<file path="config.mk">
export PLATFORM = sky130hd
export DESIGN_NAME = lmgd_lane
export DESIGN_NICKNAME = d
export VERILOG_FILES = /design/src/rtl/core/lamp_matrix_glow_dimmer_unit_macros.svh /design/src/rtl/core/lmgd_pkg.sv /design/src/rtl/core/lmgd_lane.sv
export SDC_FILE = /design/constraint.sdc
export NUM_CORES = 2
export LEC_CHECK = 0
export ABC_AREA = 1
export CORE_ASPECT_RATIO = 0.9
export CORE_MARGIN = 8
export CORE_UTILIZATION = 60
export CTS_CLUSTER_SIZE = 10
export DETAILED_ROUTE_END_ITERATION = 12
export DONT_BUFFER_PORTS = 1
export PLACE_DENSITY = 0.76
export SLEW_MARGIN = 20
export SYNTH_ARGS = -nofsm -noshare
export SYNTH_HDL_FRONTEND = slang
export SYNTH_SLANG_ARGS = --single-unit
export TNS_END_PERCENT = 1
</file>
<file path="constraint.sdc">
create_clock -name clk -period 15.8 [get_ports clk]
set_input_delay 4.74 -clock clk [delete_from_list [all_inputs] [get_ports clk]]
set_output_delay 4.74 -clock clk [all_outputs]
set_load 0.1 [all_outputs]
</file>
<file path="src/rtl/core/lamp_matrix_glow_dimmer_unit_macros.svh">
// assertion helpers for the glow dimmer
`ifndef LAMP_MATRIX_GLOW_DIMMER_UNIT_MACROS_SVH
`define LAMP_MATRIX_GLOW_DIMMER_UNIT_MACROS_SVH

// same-cycle implication
`define LMGD_ASSERT_NOW(label, clk, rst_n, pre, post) \
    label: assert property (@(posedge clk) disable iff (!rst_n) (pre) |-> (post)) \
        else $error("assertion failed");

// next-cycle implication
`define LMGD_ASSERT_NEXT(label, clk, rst_n, pre, post) \
    label: assert property (@(posedge clk) disable iff (!rst_n) (pre) |=> (post)) \
        else $error("assertion failed");

`endif

</file>
<file path="src/rtl/core/lmgd_pkg.sv">
// ----------------------------------------------------------------------------
// lmgd_pkg
// Types and constants shared by the glow dimmer lanes and top level.
// ----------------------------------------------------------------------------
`timescale 1ns / 1ps
`default_nettype none
package lmgd_pkg;

    localparam logic [4:0]  HOLD_MS        = 5'd22;
    localparam logic [15:0] SHORT_PULSE_MS = 16'd32;
    localparam logic [15:0] TIMER_MAX      = 16'hFFFF;

    localparam logic REQ_SETTINGS = 1'b0;
    localparam logic REQ_COLUMN   = 1'b1;

    localparam logic CFG_IDX_INTERVAL = 1'b0;
    localparam logic CFG_IDX_HOLD     = 1'b1;

    typedef struct packed {
        logic        req_type;
        logic [2:0]  column;
        logic [3:0]  row;
        logic [9:0]  raw_rows;
        logic [31:0] step_up;
        logic [31:0] step_down;
        logic [31:0] max_level;
        logic [15:0] on_delay_ms;
    } in_item_t;

    typedef struct packed {
        logic [2:0] out_column;
        logic [7:0] level_r0;
        logic [7:0] level_r1;
        logic [7:0] level_r2;
        logic [7:0] level_r3;
        logic [7:0] level_r4;
        logic [7:0] level_r5;
        logic [7:0] level_r6;
        logic [7:0] level_r7;
        logic [7:0] level_r8;
        logic [7:0] level_r9;
    } out_item_t;

    typedef struct packed {
        logic [31:0] step_up;
        logic [31:0] step_down;
        logic [31:0] max_level;
        logic [15:0] on_delay_ms;
    } lamp_set_t;

    // control from the top level to every lane; all but set_en is shared
    typedef struct packed {
        logic       upd_en;
        logic       set_en;
        logic [7:0] interval;
        logic       hold_mode;
    } lane_ctrl_t;

endpackage
`default_nettype wire

</file>
<file path="src/rtl/core/lmgd_lane.sv">
// ----------------------------------------------------------------------------
// lmgd_lane
// One matrix row: per-column lamp state and its read-modify-write update.
// ----------------------------------------------------------------------------
`timescale 1ns / 1ps
`default_nettype none
module lmgd_lane #(
    parameter int NUM_COLUMNS = 8,
    parameter int COL_W       = 3
) (
    input  wire logic                clk,
    input  wire logic                rst_n,
    input  wire lmgd_pkg::lane_ctrl_t ctrl,
    input  wire logic [COL_W-1:0]    col,
    input  wire logic                lit,
    input  wire lmgd_pkg::lamp_set_t settings,
    output logic [7:0]               level
);

    logic [31:0] bright_reg [NUM_COLUMNS];
    logic [15:0] on_reg     [NUM_COLUMNS];
    logic [15:0] off_reg    [NUM_COLUMNS];
    logic [4:0]  hold_reg   [NUM_COLUMNS];
    lmgd_pkg::lamp_set_t set_reg [NUM_COLUMNS];

    logic [31:0] bright_next;
    logic [15:0] on_next, off_next;
    logic [4:0]  hold_next;

    logic [31:0] br, pk_gap;
    logic [15:0] on_t, off_t;
    logic [4:0]  hd, hd_dec;
    logic [16:0] on_sum, off_sum;
    lmgd_pkg::lamp_set_t st;

    always_comb
    begin
        br      = bright_reg[col];
        on_t    = on_reg[col];
        off_t   = off_reg[col];
        hd      = hold_reg[col];
        st      = set_reg[col];
        pk_gap  = st.max_level - st.step_up;
        on_sum  = {1'b0, on_t} + {9'd0, ctrl.interval};
        off_sum = {1'b0, off_t} + {9'd0, ctrl.interval};
        hd_dec  = ({3'd0, hd} > ctrl.interval) ? (hd - ctrl.interval[4:0]) : 5'd0;

        bright_next = br;
        on_next     = on_t;
        off_next    = off_t;
        hold_next   = hd;
        if (lit)
        begin
            if (on_t >= st.on_delay_ms)
            begin
                if (st.step_up <= st.max_level && br < pk_gap)
                    bright_next = br + st.step_up;
                else
                    bright_next = st.max_level;
            end
            on_next   = on_sum[16] ? lmgd_pkg::TIMER_MAX : on_sum[15:0];
            off_next  = 16'd0;
            hold_next = 5'd0;
        end
        else
        begin
            hold_next = hd_dec;
            // short pulse just ended: hold before fading
            if (off_t == 16'd0 && ctrl.hold_mode && on_t < lmgd_pkg::SHORT_PULSE_MS)
                hold_next = lmgd_pkg::HOLD_MS;
            if (off_t >= {11'd0, hold_next})
                bright_next = (br > st.step_down) ? (br - st.step_down) : 32'd0;
            off_next = off_sum[16] ? lmgd_pkg::TIMER_MAX : off_sum[15:0];
            on_next  = 16'd0;
        end
    end

    assign level = bright_next[31:24];

    always_ff @(posedge clk or negedge rst_n)
    begin
        if (!rst_n)
        begin
            for (int c = 0; c < NUM_COLUMNS; c++)
            begin
                bright_reg[c] <= '0;
                on_reg[c]     <= '0;
                off_reg[c]    <= '0;
                hold_reg[c]   <= '0;
            end
        end
        else if (ctrl.upd_en)
        begin
            bright_reg[col] <= bright_next;
            on_reg[col]     <= on_next;
            off_reg[col]    <= off_next;
            hold_reg[col]   <= hold_next;
        end
    end

    always_ff @(posedge clk)
    begin
        if (ctrl.set_en)
            set_reg[col] <= settings;
    end

endmodule
`default_nettype wire

</file>
After elaboration in Yosys (flattened, before gate mapping)
Memories as Yosys holds them, arrays and structs flattened.
Index checks and enable logic that the tools add are counted.
Cells by class
  $add $sub $neg: 6
  $lt $le $gt $ge: 9
  mux-type cells: 37
  bitwise operators: 1
  reduce and logical (&&, ||, !) cells: 5
Operators with widths (number)
  bitwise mux 128 bit: 2
  bitwise mux 256 bit: 1
  two-way mux 32 bit: 8
  two-way mux 16 bit: 9
  binary-select mux 16 bit (select 3 bit): 2
  binary-select mux 32 bit (select 3 bit): 1
  demux 32 bit (select 3 bit): 1
  subtractor 32 bit: 2
  demux 16 bit (select 3 bit): 1
  bitwise mux 40 bit: 1
  two-way mux 5 bit: 7
  adder 16 x 8 -> 17 bit: 2
  adder 32 bit: 1
  greater-than comparator 32 bit: 1
  less-or-equal comparator 32 bit: 1
  less-than comparator 32 bit: 1
  greater-or-equal comparator 16 bit: 1
  greater-or-equal comparator 16 x 5 -> 1 bit: 1
  zero test 16 bit: 1
  less-than comparator 16 x 6 -> 1 bit (second input constant): 1
  binary-select mux 5 bit (select 3 bit): 1
  demux 5 bit (select 3 bit): 1
  greater-than comparator 5 x 8 -> 1 bit: 1
  subtractor 5 bit: 1
  5 further kinds: 9
Word-level totals
  register bits after elaboration: 552
  RAM bits: 896
  input bits: 129
  output and inout bits: 8
  logic and storage cells: 91
  memories: 1
Memories
  set_reg: words 8, bits a word 112, rd ports 1, clocked after memory_dff 0, write ports 1, RTL line lmgd_lane.sv:24  | lmgd_pkg::lamp_set_t set_reg [NUM_COLUMNS];

Longest topological paths before layout
  word-level depth: 13
  mapped depth: 46
  mapped depth without buffers: 39

Least setup slack after synthesis
Ideal clock, no wire load.
  kind: input to output
  start: in col[2]
  end: out level[6]
  data arrival time: 10.507 ns
  required time: 11.060 ns
  path slack: 0.553 ns
  stages on the path: 35
  buffers on the path: 8
  path through: nor2_2 -> nand2_2 -> inv_2 -> buf_6 -> buf_2 -> buf_2 -> clkbuf_1 -> buf_2 -> clkbuf_1 -> nand2_1 -> nand4_1 -> inv_1 -> ha_1 -> nand3b_1 -> nand2_1 -> a21boi_0 -> o21ai_0 -> a21boi_0 -> o21ai_0 -> a21boi_0 -> o21ai_0 -> a21oi_1 -> xor2_1 -> ha_1 -> a21oi_1 -> o21ai_0 -> a211oi_1 -> nand2_1 -> inv_1 -> buf_1 -> nand3_1 -> nand3_1 -> nand2_1 -> nand2_2 -> buf_4
Between the ends
  cells in the longest elaborated chain, start to end: 12
  elaborated cells on any way between the ends: 37
  classes of those cells: 4 x add/sub; 7 x order compare; 20 x mux; 1 x bitwise; 4 x reduce/logical; 1 x memory
Ends and longest elaborated chain
  start, declared: RTL line lmgd_lane.sv:14  | input wire logic [COL_W-1:0] col,
  parallel branches: the longest is 11 deep, another holds memory read (8 x 112 bit)
  two-way mux 32 bit (*): RTL line lmgd_lane.sv:52  | if (lit)
  end, declared: RTL line lmgd_lane.sv:17  | output logic [7:0] level
Mark *: on every way between the ends. The select of a mux whose other input is x is not followed.

Worst setup path after layout
  start: in col[0]
  end: out level[7]
Same word-level chain as after synthesis.

==> metrics.txt <==
RR Startpoint=set_reg[5][82]; count leader, synth=nand2_1; Synth top area share=0.413; Post-Synth Adder-Cell Area=0.0341; Total Routing Usage GR=0.336; Ys Warns=0; Post-Syn Nets=~6.5k; DRC violations left=0; global-route wire length before repair=approximately 300 mm; register area share after synthesis=0.625; share of layout cells above drive strength 1=0.0660; IO Pins=137; Post-Route WL=between 200 and 250 mm; Peak VDD IR=0.148 mV; maximum clock path buffer count=3; Cell Area, Synth=roughly 65000 um2; PortBufs=0; CTS sink cnt=1448; RSZ-0062 raised after global routing=false; Lkg Pwr=29.8 nW; ys flop type=edfxtp_1; die extent in x=363 um; post-CTS setup buffer count=0; Synth async-reset ratio=0.381; Worst path max stage delay=0.37 ns; Placer Congestion=approximately 1; crit path launch type=input pin; post-synthesis cell count=6229; WHS Path Cells=2; area of the multi-input gates=21900 um2; DPL Wire Length=126 mm; cell count of the worst reg-to-reg path=31; post-synthesis compound-gate area fraction=0.117; DIE AREA=119000 um2; detailed router's first-iteration violation count=6454; commonest cells in the netlist=nand2_1, edfxtp_1, dfrtp_1; Slew @ Worst Pin=2.49 ns; FF+latch count, synth=1448; post-synthesis mux area share=0; hold path start=bright_reg[154]; EDFF count, synth=896; critical-path maximum fanout=32; first-pass iteration count of the detailed router=6; max reg flops=896; fin crit share=0.977; via count=49.5k; H-tree levels=4; FILL cells=8013; slew margin rel.=-0.661; final instance area=between 70000 and 80000 um2; drt via density=6.41; vias in the first global route=47.5k; root buffer cell=clkbuf_16; CP Capture Type=primary output; Slew Viols, Final=between 400 and 500; critical path arrival=10.69 ns; Worst EP required=11.06 ns; Fin Clk Skew=between 0.04 and 0.05 ns; Crit path top cell by count=a21oi_1; CP startpoint=col[0]; row count=114; max_cap viols=0; core area=108000 um2; WS Path Type=input pin to primary output; run status=finished with violations; post-synthesis xor/xnor area fraction=0.0125; Routed Antenna Nets=0; failing checks=slew limit; Setup-failing EPs final=0; HP Class=flop to flop; Num CTS Buffers=165; slowest stage cell on the critical path=a211oi_1; main combinational cell family by area after synthesis=simple AND/OR/NAND/NOR gates; area leader, netlist=edfxtp_1; top cells by area, synth=edfxtp_1, dfrtp_1, nand2_1, ha_1, o21ai_0; P&R area growth vs syn=10.1%; initial antenna violation count=5; Clk Latency, worst-skew pair=0.83 ns; FF/Latch Area=40700 um2; CTS tree=done; grt total ovfl=0; Nets=about 6.5k; synth unique cells=54; Synth Area in Simple Gates=0.171; Clock Pin Slew Worst Setup and Hold Paths=~0.050 ns; fin crit period=around 15 ns; pwr/cell area=133 nW/um2; Placed Area=~67000 um2; Starting Density=0.605; largest net degree at the start of global routing=553; syn_area_per_cell=between 10 and 15 um2; WL per Instance=26.4 um; die height=329 um; setup TNS=0 ns; fmax=between 60 and 70 MHz; Final Hold Fails=0
==> worst max-delay path: cells and delay by family <==
| family | cells | cell delay, ns |
|---|---|---|
| xor gates and xnor gates | 1 | 0.24 |
| AOI/OAI and AO/OA | 13 | 2.87 |
| buffers and inverters | 7 | 1.12 |
| and+or+nand+nor | 9 | 1.13 |
| adders and majority gates | 2 | 0.57 |
==> where the power goes <==
group | total, mW | internal, mW | switching (mW)
combinational | 1.64 | 0.506 | 1.13
clock | 3.42 | 1.92 | 1.50
sequential | 4.47 | 4.33 | 0.139
total | 9.53 | 6.76 | 2.77
==> metrics by stage <==
| stage | power, mW | hold slack, ns | utilization | cells | setup WS (ns) |
|---|---|---|---|---|---|
| finish | 9.53 | 0.479 | 0.666 | 7723 | 0.366 |
| global route | 9.87 | 0.491 | 0.666 | 7722 | 0.0329 |
| CTS | 9.50 | 0.481 | 0.666 | 7721 | 0.355 |
| detailed placement | 6.11 | 0.466 | 0.623 | 7494 | 0.391 |
| global placement | 6.08 | 0.462 | 0.623 | 7494 | 0.476 |
| floorplan | 5.57 | 0.449 | - | 6229 | 0.553 |
==> per-layer routing <==
layer  vias up  global-route usage  wire, um
met3       534              0.0873     25400
met5         -                   0         0
li1      21700                   -         -
met1     24000               0.469     80100
met4         0               0.138      8170
met2      3232               0.505     90200
==> what timing repair did <==
| action | 4_1_cts | 5_1_grt |
|---|---|---|
| hold buffers | 0 | 0 |
| setup endpoints to repair | 0 | 8 |
| gates resized for setup | 0 | 4 |
==> cell type report <==
class,count,area share
Clock inverter,20,0.00492
Sequential cell,1448,0.568
Tap cell,1450,0.0253
Antenna cell,2,0.0000698
Inverter,331,0.0180
Multi-Input combinational cell,4128,0.306
Timing Repair Buffer,137,0.0175
Clock buffer,207,0.0604
==> cell families after synthesis <==
family / Yosys count
xor gates and xnor gates: 93
adders and majority gates: 174
DFF: 1448
buffers and inverters: 653
AOI/OAI and AO/OA: 1133
and+or+nand+nor: 2728
==> path summary, 6_finish.rpt <==
| check | endpoint | slack, ns |
|---|---|---|
| hold reg to reg | bright_reg[154] | 0.48 |
| hold / removal | bright_reg[154] | 0.48 |
| max in group asynchronous | bright_reg[184] | 10.19 |
| setup reg to reg | bright_reg[204] | 9.34 |
| min in group asynchronous | on_reg[112] | 3.63 |
| setup / recovery | level[7] | 0.37 |
==> placed cells by master, fill, tap and decap left out, drive strengths merged, types with 151 or more instances in the layout <==
master and count:
a21oi 172, a221oi 173, a22o 155, a22oi 168
clkbuf 207, dfrtp 552, edfxtp 896, ha 168
inv 325, nand2 2061, nand3 235, nand4 151
nor2 240, o21ai 369
Power figures use the tool's default switching activity.
